## src/sv/utrp_pkg.sv

```systemverilog
// Shared types and constants for the USB transmit ring packetizer.
// Used by utrp_ring_ram, utrp_ctrl and usb_tx_ring_packetizer; no dependencies.
`default_nettype none

package utrp_pkg;

  // Ring geometry; the depth must be a power of two so the indices wrap freely.
  localparam int RING_DEPTH = 512;
  localparam int PTR_W      = $clog2(RING_DEPTH);
  localparam int PACKET_MAX = 64;
  localparam int CNT_W      = $clog2(PACKET_MAX + 1);
  localparam int CMP_W      = (PTR_W > CNT_W) ? PTR_W : CNT_W;

  localparam int BYTE_W     = 8;
  localparam int TMO_W      = 10;
  localparam int TIME_W     = 32;
  localparam int DROP_W     = 32;
  localparam int ACT_W      = 3;

  localparam logic [TMO_W-1:0] TMO_RESET = TMO_W'(50);

  localparam int IN_TDATA_W  = 16;
  localparam int OUT_TDATA_W = 48;

  typedef enum logic [ACT_W-1:0] {
    ACT_PUT    = 3'd0,
    ACT_PUMP   = 3'd1,
    ACT_TXDONE = 3'd2,
    ACT_SOF    = 3'd3,
    ACT_TICK   = 3'd4,
    ACT_INIT   = 3'd5,
    ACT_DEINIT = 3'd6
  } utrp_action_e;

  typedef enum logic [1:0] {
    ST_IDLE,
    ST_STATUS,
    ST_FETCH,
    ST_EMIT
  } utrp_state_e;

  typedef struct packed {
    logic              we;
    logic [PTR_W-1:0]  waddr;
    logic [BYTE_W-1:0] wdata;
    logic              re;
    logic [PTR_W-1:0]  raddr;
  } ram_req_t;

  typedef struct packed {
    logic              byte_valid;
    logic [BYTE_W-1:0] packet_byte;
    logic              last;
    logic [DROP_W-1:0] dropped_count;
    logic              host_ready;
  } result_t;

endpackage

`default_nettype wire

```

## src/sv/utrp_ring_ram.sv

```systemverilog
// Byte storage of the transmit ring: one write port, one registered read port.
// Depends on utrp_pkg for the depth and the request struct.
`default_nettype none

module utrp_ring_ram (
  input  wire                          clk_i,
  input  utrp_pkg::ram_req_t           req_i,
  output logic [utrp_pkg::BYTE_W-1:0]  rdata_o
);

  logic [utrp_pkg::BYTE_W-1:0] mem [utrp_pkg::RING_DEPTH];
  logic [utrp_pkg::BYTE_W-1:0] rdata_q;

  always_ff @(posedge clk_i) begin
    if (req_i.we) begin
      mem[req_i.waddr] <= req_i.wdata;
    end
  end

  always_ff @(posedge clk_i) begin
    if (req_i.re) begin
      rdata_q <= mem[req_i.raddr];
    end
  end

  assign rdata_o = rdata_q;

endmodule

`default_nettype wire

```

## config.mk

```make
export PLATFORM = sky130hd
export DESIGN_NAME = utrp_ring_ram
export DESIGN_NICKNAME = d
export VERILOG_FILES = /design/src/sv/utrp_pkg.sv /design/src/sv/utrp_ring_ram.sv
export SDC_FILE = /design/constraint.sdc
export NUM_CORES = 2
export LEC_CHECK = 0
export BUFFER_PORTS_ARGS = -buffer_cell sky130_fd_sc_hd__clkbuf_2
export CORE_MARGIN = 2
export CORE_UTILIZATION = 50
export DETAILED_ROUTE_END_ITERATION = 8
export PLACE_DENSITY = 0.65
export SYNTH_ARGS = -nofsm -noshare
export SYNTH_HDL_FRONTEND = slang
export SYNTH_SLANG_ARGS = --single-unit
export TNS_END_PERCENT = 100
```

## constraint.sdc

```tcl
create_clock -name clk_i -period 3.2 [get_ports clk_i]
set_input_delay 0.64 -clock clk_i [delete_from_list [all_inputs] [get_ports clk_i]]
set_output_delay 0.64 -clock clk_i [all_outputs]
set_load 0.02 [all_outputs]
```

* Word-level counts from Yosys, hierarchy flattened *
Memories as Yosys holds them, arrays and structs flattened. A register that Yosys moved wholly into a read port is not among the register bits.
Index checks and enable logic that the tools add are counted.

cells by class
  mux-type cells = 2

operator list
  kind              count
  2-to-1 mux 1 bit  2

storage, ports and cells
  register bits after elaboration = 0
  RAM bits = 4096
  input bits = 29
  output and inout bits = 8
  logic and storage cells = 3
  memories = 1

memories
  name  words  bits a word  rd ports  clocked after Yosys merged registers in  wr ports  RTL line             source
  mem   512    8            1         1                                        1         utrp_ring_ram.sv:11  logic [utrp_pkg::BYTE_W-1:0] mem [utrp_pkg::RING_DEPTH];

* Depth between registers and ports, before layout *
  word-level depth = 2
  gate-level depth with buffers = 12
  mapped depth without buffers = 7

* Worst setup path after synthesis *
No wires, ideal clock.

  path type = input port to flip-flop
  start point = in req_i[0] in the netlist's numbering
  end point = reg rdata_q, in the netlist rdata_o[0] (read register of mem), data pin
  library setup time = 257 ps
  arrival time = 2494 ps
  data required time = 2943 ps
  slack = 449 ps
  stages on the path = 10
  path buffers = 4
  cells stage by stage = buf_4 > buf_12 > buf_12 > buf_2 > mux4_2 > o21ai_0 > nand3_1 > nand4_1 > o21ai_0 > o2111a_1

RTL lines
  what             RTL line             source
  start, declared  utrp_ring_ram.sv:7   input utrp_pkg::ram_req_t req_i,
  end, declared    utrp_ring_ram.sv:12  logic [utrp_pkg::BYTE_W-1:0] rdata_q;

==> reports/summary.txt <==
Max cap viols = 0
Synthesized-area fraction occupied by and/or/nand/nor cells = 2.63%
Hold path startpoint = req_i[17]
Area delta synth->final = 17.8%
Number of buffers created by CTS = 414
Hold buffer count at CTS = 0
Clock Tree Root = clkbuf_16
Area leader, netlist = edfxtp_1
Largest family of logic cells by synthesized area = multiplexers
Worst-margin pin slew = 1.04 ns
Hold path endpoint = mem[396][7]
F_max = 318 MHz
CTS HTree Levels = 5
Clock Tree Buf Depth = 4
Worst path arrival time = 3.98 ns
Top Ports = 37
Syn Std Cell Area = 160000 sq um
Mapped Cells = 8030
Total track usage = 26.5%
Layout cell share with drive strength beyond 1 = 27.3%
Nets = 9309
Post-Synth Adder-Cell Area = 0%
Sw frac = 21.6%
Kind of critical path = input pin to register
Setup Skew = 0.0784 ns
Leak = 62.5 nW
Clock net sink count = 4104
WL/cell = 31.3 microns
I/O Buffers = 36
Minimum clock period = 3.15 ns
Internal = 89.0 mW
RSZ-0062 raised after global routing = false
Synth Register Bits = 4104
Initial Utilization = 50.3%
First-pass GRT wire length = 621000 microns
Dpl ws = -1.10 ns
Initial antenna violation count = 22
FF-to-FF End = rdata_o[5]
Crit path from = req_i[1]
Required time of the critical path = 4.03 ns
Fill cell count = 22600
Async S/R FF share, synth = 0%
Clock latency on the worst-skew pair = 0.97 ns
Top delay family on crit path = simple AND/OR/NAND/NOR gates
Final setup viols = 0
RD Place Congestion = 0.902
Hold Path Class = input pin to register
PwrDens = 602 nW/um^2
Synth warn = 0
Total grt overflow = 0
Sw Pwr = 24.6 mW
Gate power share = 5.5%
CTS tree = yes
CP startpoint kind = input pin
Non-Filler Instances = 13800
Setup TNS Final = 0 ns
Compound-gate portion of the synthesized area = 4.31%
Fin area = 189000 sq um
Worst Setup End Kind = register
Worst Reg-to-Reg Cells = 7
Sequential Power Share = 52.2%
R2R Setup Slk = 0.28 ns
Max Slew Vio Count = 0
Outcome = finished, final reports clean
Post-DP Area = 175000 sq um
Xor/xnor share of the synthesized area = 0%
Share of the synthesized area in the top cell type = 77.0%
Area contributors post-synth = edfxtp_1 (77%), mux4_2 (9.2%), mux2i_1 (5.0%), o221ai_1 (2.0%), nor2_1 (1.4%)
Vias per cell = 6.28
CP max FO = 19
Ys flop type = edfxtp_1
Post-synth cell types = 50
Rows = 207
Post-synth EDFFs = 4104
CP Cell Sequence = buf_8 -> or2_4 -> buf_12 -> buf_4 -> o221ai_1 -> a21oi_1 -> nor4_1 -> buf_4 -> nand4_1 -> nor4_1 -> o2111a_1
Buffers and inverters on the worst path = 4
Most common cell in the synthesized netlist = edfxtp_1
Hold_ws = 0.0863 ns
Die H = 570 microns
DRT antenna net count = 0
Die width = 570 microns
Crit share post-route = 98.3%
Crit Reg-Reg Startpoint = mem[439][5]
Synth Net Count = 8059
Commonest cells post-synth = edfxtp_1 (4104), mux2i_1 (797), mux4_2 (654)
PnR Total Power = 114 mW
Core ar. = 318000 sq um
Worst Hold Depth = 1
Final Hold Vio Count = 0
Worst path slowest cell = nor4_1
Final WS setup = 0.0532 ns
Largest net degree at the start of global routing = 131
Full die area = 325000 sq um
WL final = 432000 microns
Post-Place Cells = 13000
Iteration-0 DRC Markers = 12300
Utilization after layout = 59.2%
Number of global-route vias before repair = 85800
Rel. slew slack = 30.1%
Mux contribution to synthesized area = 14.2%
Clock transition at the registers of the reported paths = 0.06 ns
Hpwl dp = 279000 microns
Register area share after synthesis = 77.0%
Clock network power share = 42.4%
DR DRC count = 0
Max VDD drop = 0.494 mV
Total via count in the routed design = 86700
Delay of the slowest critical-path stage = 0.71 ns
Avg Inst Size Synth = 19.9 sq um
Drt first pass iters = 6
-- per-layer routing --
metal	share of wire [%]	global-route usage, %
met4	3.0	7.52
met3	10	4.69
met2	47	41.5
met1	40	38.4
met5	0.026	0
-- cells by family (layout without fill, tap and decap cells) --
| kind of cell | after synthesis | count (layout) |
|---|---|---|
| flops | 4104 | 4104 |
| simple gates | 980 | 980 |
| mux | 1451 | 1451 |
| other cells | 0 | 3 |
| buf+inv | 516 | 2117 |
| compound gates | 979 | 979 |
-- flip-flops by register name, summed over array words and instances, names as in the netlist --
| signal | count |
|---|---|
| mem | 4096 |
| rdata_o | 8 |
-- worst reg2reg max path, stage by stage (launching register included) --
cell and delay [ns]:
edfxtp_1 0.37, mux4_2 0.54, mux4_2 0.56, nor4_1 0.56
buf_4 0.25, nor4_1 0.08, buf_4 0.16, o2111a_1 0.13
-- cell usage in the layout (no fill, tap or decap), drive strengths merged, types with 5 or more instances in the layout --
cell type and count:
a211oi 17, a21oi 194, a22o 5, a22oi 61, and2 20, buf 1323, bufinv 44, clkbuf 510
clkinv 206, clkinvlp 21, edfxtp 4104, inv 13, mux2i 797, mux4 654, nand2 111, nand3 36
nand4 32, nor2 597, nor2b 6, nor3 109, nor3b 8, nor4 36, o2111a 8, o21ai 119
o221ai 372, o22ai 163, o311ai 6, o31ai 13, o41ai 7, or2 5, or3 6
-- repair_timing --
action | CTS | global route
gates resized for setup | 1 | 1
setup endpoints to repair | 1 | 1
buffers inserted | 0 | 0
pin swaps | 0 | 0
cloned | 0 | 0
-- power groups by stage --
stage	Clock, mW	Sequential, mW	Combinational (mW)
floorplan	0	60.4	2.82
global route	50.7	59.2	6.44
detailed placement	0	60.4	6.15
CTS	48.6	59.3	6.16
finish	48.1	59.3	6.20
global placement	0	60.4	6.05
-- final cells by class --
| cell class | instances | area (sq um) | share of cell area [%] |
|---|---|---|---|
| Sequential cell | 4104 | 123000 | 65.4 |
| Multi-Input combinational cell | 3410 | 34000 | 18.0 |
| Timing Repair Buffer | 1347 | 12500 | 6.64 |
| Clock buffer | 486 | 10700 | 5.66 |
| Tap cell | 4180 | 5230 | 2.77 |
| Clock inverter | 281 | 2840 | 1.51 |
| Inverter | 3 | 18.8 | 0.00995 |
| Antenna cell | 3 | 7.51 | 0.00398 |
-- how the worst max path moves through the flow --
stage | to | depth (start not counted)
3_5_place_dp | rdata_o[7] | 12
5_1_grt | rdata_o[7] | 12
4_1_cts | rdata_o[5] | 14
2_1_floorplan | rdata_o[0] | 10
3_3_place_gp | rdata_o[6] | 12
6_report | rdata_o[7] | 11
(Power assumes the default switching activity.)
