===== config.mk =====
export PLATFORM = sky130hd
export DESIGN_NAME = utrp_ctrl
export DESIGN_NICKNAME = d
export VERILOG_FILES = /design/src/sv/utrp_pkg.sv /design/src/sv/utrp_ctrl.sv
export SDC_FILE = /design/constraint.sdc
export NUM_CORES = 1
export LEC_CHECK = 0
export BUFFER_PORTS_ARGS = -buffer_cell sky130_fd_sc_hd__buf_4
export CELL_PAD_IN_SITES_DETAIL_PLACEMENT = 1
export CELL_PAD_IN_SITES_GLOBAL_PLACEMENT = 1
export CORE_MARGIN = 4
export CORE_UTILIZATION = 40
export DETAILED_ROUTE_END_ITERATION = 8
export PLACE_DENSITY = 0.83
export SYNTH_ARGS = -nofsm -noshare
export SYNTH_HDL_FRONTEND = slang
export SYNTH_SLANG_ARGS = --single-unit

===== constraint.sdc =====
create_clock -name clk_i -period 20.7 [get_ports clk_i]
set_clock_uncertainty 0.05 [all_clocks]
set_input_delay 1.035 -clock clk_i [delete_from_list [all_inputs] [get_ports clk_i]]
set_output_delay 1.035 -clock clk_i [all_outputs]
set_load 0.05 [all_outputs]

===== src/sv/utrp_pkg.sv =====
// Shared types and constants for the USB transmit ring packetizer.
// Used by utrp_ring_ram, utrp_ctrl and usb_tx_ring_packetizer; no dependencies.
`default_nettype none

package utrp_pkg;

  // Ring geometry; the depth must be a power of two so the indices wrap freely.
  localparam int RING_DEPTH = 512;
  localparam int PTR_W      = $clog2(RING_DEPTH);
  localparam int PACKET_MAX = 64;
  localparam int CNT_W      = $clog2(PACKET_MAX + 1);
  localparam int CMP_W      = (PTR_W > CNT_W) ? PTR_W : CNT_W;

  localparam int BYTE_W     = 8;
  localparam int TMO_W      = 10;
  localparam int TIME_W     = 32;
  localparam int DROP_W     = 32;
  localparam int ACT_W      = 3;

  localparam logic [TMO_W-1:0] TMO_RESET = TMO_W'(50);

  localparam int IN_TDATA_W  = 16;
  localparam int OUT_TDATA_W = 48;

  typedef enum logic [ACT_W-1:0] {
    ACT_PUT    = 3'd0,
    ACT_PUMP   = 3'd1,
    ACT_TXDONE = 3'd2,
    ACT_SOF    = 3'd3,
    ACT_TICK   = 3'd4,
    ACT_INIT   = 3'd5,
    ACT_DEINIT = 3'd6
  } utrp_action_e;

  typedef enum logic [1:0] {
    ST_IDLE,
    ST_STATUS,
    ST_FETCH,
    ST_EMIT
  } utrp_state_e;

  typedef struct packed {
    logic              we;
    logic [PTR_W-1:0]  waddr;
    logic [BYTE_W-1:0] wdata;
    logic              re;
    logic [PTR_W-1:0]  raddr;
  } ram_req_t;

  typedef struct packed {
    logic              byte_valid;
    logic [BYTE_W-1:0] packet_byte;
    logic              last;
    logic [DROP_W-1:0] dropped_count;
    logic              host_ready;
  } result_t;

endpackage

`default_nettype wire


===== src/sv/utrp_ctrl.sv =====
// Control of the transmit ring: indices, busy flag, drop counter, frame timing
// and the sequencer that reads packets out of the ring. Depends on utrp_pkg.
`default_nettype none

module utrp_ctrl (
  input  wire                            clk_i,
  input  wire                            rst_ni,
  input  wire                            cfg_valid_i,
  input  wire  [utrp_pkg::TMO_W-1:0]     cfg_data_i,
  input  wire                            in_valid_i,
  output logic                           in_ready_o,
  input  wire  [utrp_pkg::ACT_W-1:0]     in_action_i,
  input  wire  [utrp_pkg::BYTE_W-1:0]    in_byte_i,
  input  wire                            in_configured_i,
  input  wire                            in_accepts_i,
  input  wire                            out_free_i,
  output logic                           res_load_o,
  output utrp_pkg::result_t              res_o,
  output utrp_pkg::ram_req_t             ram_req_o,
  input  wire  [utrp_pkg::BYTE_W-1:0]    ram_rdata_i
);

  utrp_pkg::utrp_state_e state_q, state_d;

  logic [utrp_pkg::PTR_W-1:0]  wr_q, wr_d, rd_q, rd_d, pos_q, pos_d;
  logic [utrp_pkg::CNT_W-1:0]  cnt_q, cnt_d;
  logic                        busy_q, busy_d, cfg_q, cfg_d;
  logic [utrp_pkg::DROP_W-1:0] drop_q, drop_d;
  logic [utrp_pkg::TIME_W-1:0] now_q, now_d, sof_q, sof_d;
  logic [utrp_pkg::TMO_W-1:0]  tmo_q;

  logic                        age_ok, ready_pre, ready_now;
  logic                        send_try, busy_v;
  logic [utrp_pkg::PTR_W-1:0]  wr_v, wr_inc, count_v;
  logic [utrp_pkg::CMP_W-1:0]  count_ext;
  logic [utrp_pkg::CNT_W-1:0]  pkt_len;

  // The host counts as present while the last start-of-frame is recent enough.
  assign age_ok    = (now_q - sof_q) < utrp_pkg::TIME_W'(tmo_q);
  assign ready_pre = in_configured_i & age_ok;
  assign ready_now = cfg_q & age_ok;
  assign wr_inc    = wr_q + utrp_pkg::PTR_W'(1);

  always_comb begin
    state_d    = state_q;
    wr_d       = wr_q;
    rd_d       = rd_q;
    pos_d      = pos_q;
    cnt_d      = cnt_q;
    busy_d     = busy_q;
    cfg_d      = cfg_q;
    drop_d     = drop_q;
    now_d      = now_q;
    sof_d      = sof_q;
    in_ready_o = 1'b0;
    res_load_o = 1'b0;
    send_try   = 1'b0;
    busy_v     = busy_q;
    wr_v       = wr_q;
    count_v    = '0;
    count_ext  = '0;
    pkt_len    = '0;
    ram_req_o  = '0;
    res_o.byte_valid    = 1'b0;
    res_o.packet_byte   = '0;
    res_o.last          = 1'b1;
    res_o.dropped_count = drop_q;
    res_o.host_ready    = ready_now;

    case (state_q)
      utrp_pkg::ST_IDLE: begin
        in_ready_o = 1'b1;
        if (in_valid_i) begin
          cfg_d = in_configured_i;
          case (utrp_pkg::utrp_action_e'(in_action_i))
            utrp_pkg::ACT_PUT: begin
              if (!ready_pre || (wr_inc == rd_q)) begin
                if (drop_q != '1) begin
                  drop_d = drop_q + utrp_pkg::DROP_W'(1);
                end
              end else begin
                ram_req_o.we    = 1'b1;
                ram_req_o.waddr = wr_q;
                ram_req_o.wdata = in_byte_i;
                wr_v            = wr_inc;
                send_try        = 1'b1;
              end
            end
            utrp_pkg::ACT_PUMP: begin
              send_try = 1'b1;
            end
            utrp_pkg::ACT_TXDONE: begin
              busy_v   = 1'b0;
              send_try = 1'b1;
            end
            utrp_pkg::ACT_SOF: begin
              sof_d = now_q;
            end
            utrp_pkg::ACT_TICK: begin
              now_d = now_q + utrp_pkg::TIME_W'(1);
            end
            utrp_pkg::ACT_INIT: begin
              wr_v   = '0;
              rd_d   = '0;
              busy_v = 1'b0;
            end
            utrp_pkg::ACT_DEINIT: begin
              busy_v = 1'b0;
            end
            default: begin
            end
          endcase

          count_v   = wr_v - rd_q;
          count_ext = utrp_pkg::CMP_W'(count_v);
          pkt_len   = (count_ext >= utrp_pkg::CMP_W'(utrp_pkg::PACKET_MAX)) ?
                      utrp_pkg::CNT_W'(utrp_pkg::PACKET_MAX) :
                      utrp_pkg::CNT_W'(count_ext);

          // A refused packet leaves busy clear and the bytes in the ring.
          if (send_try && ready_pre && !busy_v && (wr_v != rd_q) && in_accepts_i) begin
            busy_v  = 1'b1;
            rd_d    = rd_q + utrp_pkg::PTR_W'(pkt_len);
            pos_d   = rd_q;
            cnt_d   = pkt_len;
            state_d = utrp_pkg::ST_FETCH;
          end else begin
            state_d = utrp_pkg::ST_STATUS;
          end
          wr_d   = wr_v;
          busy_d = busy_v;
        end
      end

      utrp_pkg::ST_STATUS: begin
        if (out_free_i) begin
          res_load_o = 1'b1;
          state_d    = utrp_pkg::ST_IDLE;
        end
      end

      utrp_pkg::ST_FETCH: begin
        ram_req_o.re    = 1'b1;
        ram_req_o.raddr = pos_q;
        state_d         = utrp_pkg::ST_EMIT;
      end

      utrp_pkg::ST_EMIT: begin
        res_o.byte_valid  = 1'b1;
        res_o.packet_byte = ram_rdata_i;
        res_o.last        = (cnt_q == utrp_pkg::CNT_W'(1));
        if (out_free_i) begin
          res_load_o = 1'b1;
          pos_d      = pos_q + utrp_pkg::PTR_W'(1);
          cnt_d      = cnt_q - utrp_pkg::CNT_W'(1);
          if (cnt_q == utrp_pkg::CNT_W'(1)) begin
            state_d = utrp_pkg::ST_IDLE;
          end else begin
            // The read data register holds while the output stalls, so the
            // next byte is fetched only when the current one leaves.
            ram_req_o.re    = 1'b1;
            ram_req_o.raddr = pos_q + utrp_pkg::PTR_W'(1);
          end
        end
      end

      default: begin
        state_d = utrp_pkg::ST_IDLE;
      end
    endcase
  end

  always_ff @(posedge clk_i or negedge rst_ni) begin
    if (!rst_ni) begin
      state_q <= utrp_pkg::ST_IDLE;
    end else begin
      state_q <= state_d;
    end
  end

  always_ff @(posedge clk_i or negedge rst_ni) begin
    if (!rst_ni) begin
      wr_q   <= '0;
      rd_q   <= '0;
      pos_q  <= '0;
      cnt_q  <= '0;
      busy_q <= 1'b0;
      cfg_q  <= 1'b0;
      drop_q <= '0;
      now_q  <= '0;
      sof_q  <= '0;
    end else begin
      wr_q   <= wr_d;
      rd_q   <= rd_d;
      pos_q  <= pos_d;
      cnt_q  <= cnt_d;
      busy_q <= busy_d;
      cfg_q  <= cfg_d;
      drop_q <= drop_d;
      now_q  <= now_d;
      sof_q  <= sof_d;
    end
  end

  always_ff @(posedge clk_i or negedge rst_ni) begin
    if (!rst_ni) begin
      tmo_q <= utrp_pkg::TMO_RESET;
    end else if (cfg_valid_i) begin
      tmo_q <= cfg_data_i;
    end
  end

endmodule

`default_nettype wire


---- Word-level counts from Yosys, hierarchy flattened ----
Index checks and enable logic that the tools add are counted.
operators by class
  $add $sub $neg .......................... 8
  $lt $le $gt $ge ......................... 2
  equal/unequal tests ..................... 18
  mux-type cells .......................... 40
  bitwise operators ....................... 2
  reduce and logical (&&, ||, !) cells .... 21
operators with widths
  operator               number
  $mux 18                4
  $mux 9                 8
  $add 32x1->32 const B  2
  $pmux 9 s2             2
  $lt 32x10->1           1
  $ne 32x32->1 const B   1
  $sub 32x32->32         1
  $mux 10                3
  $mux 7                 4
  $pmux 10 s2            1
  $add 9x1->9 const B    2
  $pmux 7 s2             1
  $mux 1                 10
  $mux 2                 5
  $ne 2x2->1 const B     5
  $add 9x7->9            1
  $eq 3x3->1 const B     3
  $eq 9x9->1             1
  $ge 9x7->1 const B     1
  $ne 9x9->1             1
  $reduce_and 3->1       3
  $sub 9x9->9            1
  $pmux 2 s4             1
  $reduce_and 4->1       2
  other kinds (18)       27
storage, ports and cells
  register bits after elaboration ......... 144
  input bits .............................. 36
  output and inout port bits .............. 73
  logic and storage cells ................. 102

---- Logic depth before layout (Yosys ltp) ----
Gate-level depths: netlist of run 1.
  depth in word-level cells ............... 16
  depth in mapped cells ................... 40
  mapped depth without buffers ............ 40

---- Least setup slack after synthesis of run 1 ----
Ideal clock, no wire load.
  kind .................................... flip-flop to flip-flop
  start ................................... reg now_q[1] (netlist bit)
  end ..................................... reg rd_q[8] (netlist bit)
  library setup time ...................... 119 ps
  data arrival time ....................... 7,793 ps
  data required time ...................... 20,531 ps
  setup slack ............................. 12,738 ps
  stages on the path, launching flop included .. 38
  clock period less this slack ............ 7,962 ps
  cell sequence ........................... dfrtp_1 ha_1 nor2b_1 o2111a_1 or2_2 a21o_1 a21o_1 a21oi_1 o21bai_1 xor2_1 ha_1 a21oi_1 or4b_1 nor4b_1 nor4bb_1 buf_2 ha_1 a22oi_1 (+2 left out) fa_1 a21o_1 a21oi_1 nor2b_1 o21a_1 a31oi_1 o22ai_1 a22o_1 and3_1 fa_1 a21o_1 a21o_1 a21o_1 a21oi_1 nor2b_1 o211ai_1 xnor2_1 and2_1
on the way
  cells in the longest elaborated chain, start to end .. 15
RTL lines
  what                                                                  RTL line          source
  start: declaration                                                    utrp_ctrl.sv:29   logic [utrp_pkg::TIME_W-1:0] now_q, now_d, sof_q, sof_d;
  start signal: assignment                                              utrp_ctrl.sv:200  now_q <= now_d;
  $sub 32x32->32 *                                                      utrp_ctrl.sv:39   assign age_ok = (now_q - sof_q) < utrp_pkg::TIME_W'(tmo_q);
  $lt 32x10->1 *                                                        utrp_ctrl.sv:39
  $and 1x1->1 *                                                         utrp_ctrl.sv:40   assign ready_pre = in_configured_i & age_ok;
  parallel branches: the longest is 12 deep, another holds $sub 9x9->9  -
  end signal: assignment                                                utrp_ctrl.sv:194  rd_q <= rd_d;
  end: declaration                                                      utrp_ctrl.sv:25   logic [utrp_pkg::PTR_W-1:0] wr_q, wr_d, rd_q, rd_d, pos_q, pos_d;
Mark *: on every way between the ends. The select of a mux whose other input is x is not followed.
A chain may end at the register's enable or synchronous reset.

---- Worst setup path in the final report of run 1 ----
  start ................................... reg now_q[4] (netlist bit)
  end ..................................... reg rd_q[8] (netlist bit)
Same word-level chain as after synthesis.

==> flow_metrics.tcl, run 1 <==
set metrics [dict create \
    netlist_area_sq_um 10360 \
    hp-class "reg -> reg" \
    cpPeakStageDelay_ns 0.77 \
    start_util_pct 40.90 \
    layout.nets 1384 \
    syn_avg_cell_area_sq_um 8.646 \
    async_flop_share_pct 100.0 \
    io_pins 109 \
    required_ns 20.98 \
    max_cap_viol_count 0 \
    vias_per_cell 5.758 \
    timing.final.crit_share_pct 45.36 \
    area_growth_pct 16.25 \
    met3_length_microns 783 \
    drive_gt1_share_pct 15.65 \
    clkTransAtPathRegs_ns 0.08 \
    drt_iter0_markers 513 \
    cp-end-kind "register" \
    grt_pass1_wl_mm 51.81 \
    synth_seq_cells 144 \
    reg2reg_depth 39 \
    cts_tree "built" \
    insertion_delay_ns 0.45 \
    dp_hpwl_mm 22.86 \
    worstPathArrival_ns 9.67 \
    peakVddDrop_mv 0.05809 \
    cp-start-kind "register" \
    yosysSeqAreaShare_pct 34.83 \
    routabilityCongestion 0.8841 \
    slew_viol_final 0 \
    path_class "reg -> reg" \
    fp.dieH_microns 168.9 \
    grt_util_all_layers_pct 22.05 \
    grt_max_degree 74 \
    routed-via-count 9369 \
    cts_resized 0 \
    rsz0062_at_grt "no" \
    period_minus_slack_ns 9.389 \
    power_leakage_nw 5.692 \
    met2_length_mm 16.21 \
    worst_pin_slew_ns 1.240 \
    ctsHtreeMaxLevel 4 \
    outcome "finished clean" \
    routed.top_layer "met4" \
    clockBufferDepth 2 \
    cts_root_buf "clkbuf_16" \
    grt_overflow 0 \
    hold_ws_ns 0.4446 \
    drc 0 \
    wl_per_cell_microns 18.99 \
    holdBufCountCts 0 \
    cts_setup_buffers 0 \
    slowest_stage "nor4b_1" \
    syn-num-nets 1298 \
    grt_pass1_vias 9870 \
    die_w_microns 168.9 \
    rows 58 \
    synth-edff-count 0 \
    fill_cells 2943 \
    antenna_cells 0 \
    firstDrtPassIters 5 \
    portBuffers 108 \
    dominantRegCellSynth "dfrtp_1" \
    min_path_cells 1 \
    grt_antenna_before_repair 0 \
    yosys_warnings 0 \
    hold_viol 0 \
    drt-total-wl_mm 30.90 \
    synthDistinctLibCells 79 \
    critPathMaxFanout 10 \
    die-area_sq_um 28530 \
    slew_headroom_pct 17.33 \
    fin_tns_setup_ns 0 \
    power.density_nw_per_um2 94.10 \
    cts_buffers 17 \
    fmax_ghz 0.1065 \
    antenna_left 0 \
    p_total_mw 1.133 \
    finalSetupViolCount 0 \
    core_area_sq_um 25330 \
    syn_inst 1198 \
    clock_sinks 144 \
    met1Wirelength_mm 13.24 \
]
-- synthesized netlist by cell type, types with 3 or more instances --
cell      number  area [sq um]
inv_1         66         247.7
nand3b_1       5         37.54
nor4_1         5         31.28
clkbuf_1      31         116.4
nor2b_1       14         87.58
a211o_1        4         35.03
nand2b_1      10         62.56
xor2_1        29         254.0
fa_1           3         60.06
and4_1        12         105.1
nand4_1       25         156.4
o31ai_1        7         52.55
nand2_1      122         457.9
and2_1        28         175.2
a21boi_0       4         30.03
ha_1          61         763.2
o21a_1         9         67.56
a21o_1        26         195.2
and3_1        29         181.4
o21ai_0       73         365.4
xnor2_1       78         683.2
a21oi_1       79         395.4
mux2_2        35         394.1
buf_2         14         70.07
o21ai_1        5         25.02
nor3b_1        4         30.03
o41ai_1        4         35.03
o211ai_1      12         90.09
dfstp_2        3         78.83
dfrtp_1      141          3528
or3_1          7         43.79
nor2_1        74         277.8
nand3_1       61         305.3
o211a_1        3         30.03
or2_2          3         18.77
nor3_1        36         180.2
mux2i_1        6         60.06
o22ai_1        6         37.54
a31oi_1        5         31.28
a211oi_1      10         75.07
a22oi_1        3         22.52
-- metrics by stage --
stage	setup slack [ns]	instances	instance area (sq um)	util (%)
after floorplan	12.74	1198	10360	-
after global placement	11.91	1595	11430	45.12
after detailed placement	11.49	1595	11430	45.12
after CTS	11.36	1627	12040	47.54
after global routing	10.60	1627	12040	47.54
final	11.31	1627	12040	47.54
-- area by class of cell --
class,count,area (sq um),area share (%)
clock buffer,17,425.4,3.533
clock inverter,15,187.7,1.559
inverter,67,251.5,2.089
multi-input combinational,939,6289,52.23
sequential,144,3607,29.96
tap,330,412.9,3.429
timing repair buffer,115,867.1,7.201
-- registers in the layout, summed over array words and instances, names as in the netlist --
name	flops
busy_q	1
cfg_q	1
cnt_q	7
drop_q	32
now_q	32
pos_q	9
rd_q	9
sof_q	32
state_q	2
tmo_q	10
wr_q	9
-- worst paths after layout --
check / from / end / slack (ns)
max in group asynchronous: rst_ni / sof_q[30] / 18.61
hold / removal: drop_q[6] / drop_q[6] / 0.44
min in group asynchronous: rst_ni / tmo_q[6] / 0.56
setup / recovery: now_q[4] / rd_q[8] / 11.31
setup reg to reg: now_q[4] / rd_q[8] / 11.31
hold reg to reg: drop_q[6] / drop_q[6] / 0.44
-- power by group --
part	internal (mW)	switching [mW]	leakage, nW
Clock	0.164	0.153	0.294
Sequential	0.304	0.0277	1.94
Combinational	0.198	0.286	3.46
-- worst max-delay path: cells and delay by family (launching register included) --
family	cells	cell delay, ns
compound gates	18	3.37
buf+inv	2	0.29
simple gates	11	3.06
fa+ha+maj	6	1.86
flops	1	0.44
xor+xnor	2	0.23
-- metal layers --
metal | GRT usage, % | vias to the layer above
met5 | 0 | -
met3 | 3.526 | 50
li1 | - | 4438
met2 | 39.38 | 155
met4 | 6.422 | 0
met1 | 27.46 | 4726
-- logic make-up after synthesis --
group	Yosys count	synth area share, %
xor+xnor	109	9.423
flops	144	34.83
compound gates	275	16.76
buf+inv	115	4.458
simple gates	450	22.20
fa+ha+maj	64	7.949
mux	41	4.385
-- placed cells by master, fill, tap and decap left out, types with 35 or more instances in the layout --
cell type,count
a21oi_1,79
buf_4,114
dfrtp_1,141
ha_1,61
inv_1,66
mux2_2,35
nand2_1,122
nand3_1,61
nor2_1,74
nor3_1,36
o21ai_0,73
xnor2_1,78
No activity file was read; power rests on OpenSTA's default activity.
==> run 2: changes to the inputs <==
--- a/config.mk
+++ b/config.mk
@@ -11,7 +11,7 @@
 export CORE_MARGIN = 4
 export CORE_UTILIZATION = 40
 export DETAILED_ROUTE_END_ITERATION = 8
-export PLACE_DENSITY = 0.83
+export PLACE_DENSITY = 0.85
 export SYNTH_ARGS = -nofsm -noshare
 export SYNTH_HDL_FRONTEND = slang
 export SYNTH_SLANG_ARGS = --single-unit
==> constraint.sdc (replaced) <==
create_clock -name clk_i -period 8.1 [get_ports clk_i]
set_clock_uncertainty 0.05 [all_clocks]
set_input_delay 0.405 -clock clk_i [delete_from_list [all_inputs] [get_ports clk_i]]
set_output_delay 0.405 -clock clk_i [all_outputs]
set_load 0.05 [all_outputs]
==> run 2 against run 1 <==
  * The flow now finishes with violations (hold timing, setup timing)
  * Non-clock buffer count increased by 81
  * Routed wire length increased by 16%
  * Setup slack got worse by 12 ns
  * Via count increased by 6.9%
  * Register-to-register slack got worse by 12 ns
  * Fmax increased by 11%
  * Sequential cell count unchanged
  * First-iteration DRC count increased by 34%
  * Sequential share of layout area decreased by 2.0 points
  * Critical path type unchanged
  * Highest routed layer unchanged
==> flow_metrics.tcl, run 2 (synthesis results as in run 1) <==
set metrics [dict create \
    outcome "finished, violations left" \
    violations "hold timing, setup timing" \
    p_total_mw 3.282 \
    critPathMostFrequentCell "buf_4" \
    rrSetupSlack_ns -0.39 \
    r2r_start "now_q[1]" \
    dp_hpwl_mm 23.79 \
    power.share.clock_pct 26.2 \
    antenna_left 0 \
    start_util_pct 40.90 \
    rows 58 \
    drt_iter0_markers 687 \
    clock_sinks 144 \
    grt_pass1_wl_mm 56.72 \
    drive_gt1_share_pct 22.93 \
    finalSetupViolCount 5 \
    required_ns 8.38 \
    cpPeakStageDelay_ns 0.48 \
    routabilityCongestion 0.8961 \
    grt_pass1_vias 10690 \
    pwr-share-seq_pct 25.6 \
    power_leakage_nw 6.155 \
    cp-startpoint "now_q[1]" \
    p_int_mw 1.975 \
    grt_antenna_before_repair 0 \
    hold_viol 5 \
    peakVddDrop_mv 0.1572 \
    max_cap_viol_count 0 \
    die-area_sq_um 28530 \
    period_minus_slack_ns 8.494 \
    cp-end-kind "register" \
    grt_overflow 0 \
    hp-class "in -> async" \
    p_sw_share_pct 39.84 \
    worst_pin_slew_ns 1.154 \
    fp.dieH_microns 168.9 \
    reg2reg_depth 43 \
    drt-total-wl_mm 35.75 \
    io_pins 109 \
    slew_headroom_pct 22.39 \
    clkTransAtPathRegs_ns 0.07 \
    path_class "reg -> reg" \
    rr_endpoint "rd_q[8]" \
    fill_cells 2926 \
    wl_per_cell_microns 20.93 \
    ctsHtreeMaxLevel 4 \
    most-common-layout-cells "buf_4 (192), dfrtp_1 (141), nand2_1 (120)" \
    grt_util_all_layers_pct 24.49 \
    cts_buffers 17 \
    fin_tns_setup_ns -1.195 \
    placedInstanceArea_sq_um 11840 \
    die_w_microns 168.9 \
    antenna_cells 0 \
    endpoint "rd_q[8]" \
    switching_power_mw 1.308 \
    rsz0062_at_grt "yes" \
    cp-start-kind "register" \
    clockBufferDepth 2 \
    firstDrtPassIters 5 \
    fmax_ghz 0.1177 \
    slowest_stage "fa_1" \
    insertion_delay_ns 0.45 \
    drc 0 \
    core_area_sq_um 25330 \
    worstPathArrival_ns 8.77 \
    layout.nets 1465 \
    final_area_sq_um 12910 \
    layout_setup_ws_ns -0.3940 \
    power.density_nw_per_um2 254.2 \
    grt_max_degree 87 \
    portBuffers 108 \
    hold_ws_ns -0.004433 \
    cts_tree "built" \
    timing.final.crit_share_pct 104.9 \
    critPathMaxFanout 4 \
    area_growth_pct 24.67 \
    power_frac_comb_pct 48.2 \
    slew_viol_final 0 \
    layout_commonest_cell "buf_4" \
    cts_root_buf "clkbuf_16" \
    routed-via-count 10010 \
    top_regs "drop_q (32), now_q (32), sof_q (32)" \
    dp_slack_ns -0.5047 \
    vias_per_cell 5.863 \
]
[run 2: cell count changes in the layout (fill, tap and decap cells not counted), moves of 4 or more]
cell      before  now
a21oi_2        2    6
ha_1          61   56
o21ai_1        5   12
o21ai_0       73   66
buf_4        114  192
clkinv_8       6    1
a21oi_1       79   73
[run 2: worst max-delay path, delay by kind of cell, from the launching register on]
family                     cells  cell delay, ns
DFF                            1            0.35
and+or+nand+nor               14            1.93
xor gates and xnor gates       2            0.28
adders and majority gates      4            1.33
AOI/OAI and AO/OA             17            3.60
buffers and inverters          6            0.81
[run 2: per-stage QoR]
stage	hold WS (ns)	std cells	util [%]
final	-0.004433	1708	50.98
after global routing	0.06255	1708	50.98
after CTS	0.03163	1695	50.22
after detailed placement	0.4140	1650	46.75
after global placement	0.4056	1650	46.75
after floorplan	0.05941	1198	-
[run 2: repair_timing]
action | in CTS | in global routing
setup endpoints to repair | 5 | 6
setup buffers | 13 | 13
pin swaps | 30 | 25
hold buffers | 0 | 0
resized for setup | 34 | 22
[run 2: worst min path at each step]
stage          cells past startpoint   start        to  slack, ns
2_1_floorplan                      0  rst_ni    busy_q       0.06
3_3_place_gp                       2   cfg_q     cfg_q       0.41
3_5_place_dp                       2   cfg_q     cfg_q       0.41
4_1_cts                            1  rst_ni  tmo_q[9]       0.03
5_1_grt                            1  rst_ni  tmo_q[7]       0.06
6_report                           1  rst_ni  tmo_q[8]     -0.004
[run 2: cell type report]
type	instances	area, sq um	share of cell area [%]
Tap cell	330	412.9	3.198
Multi-Input combinational cell	939	6530	50.57
Timing Repair Buffer	196	1486	11.51
Clock buffer	18	439.2	3.401
Sequential cell	144	3607	27.94
Inverter	67	251.5	1.948
Clock inverter	14	185.2	1.434
[run 2: layer usage]
layer	track usage (%)	vias up	share of wire [%]
met2	44.20	317	52
met3	4.134	115	4.3
li1	-	4576	-
met4	10.44	0	4.4
met5	0	-	0
met1	28.58	5006	39
[run 2: power groups by stage]
stage	combinational, mW	clock, mW	sequential [mW]
CTS	1.48	0.868	0.837
global placement	1.29	0	0.844
global route	1.73	0.908	0.848
detailed placement	1.34	0	0.850
floorplan	0.900	0	0.852
finish	1.58	0.859	0.841
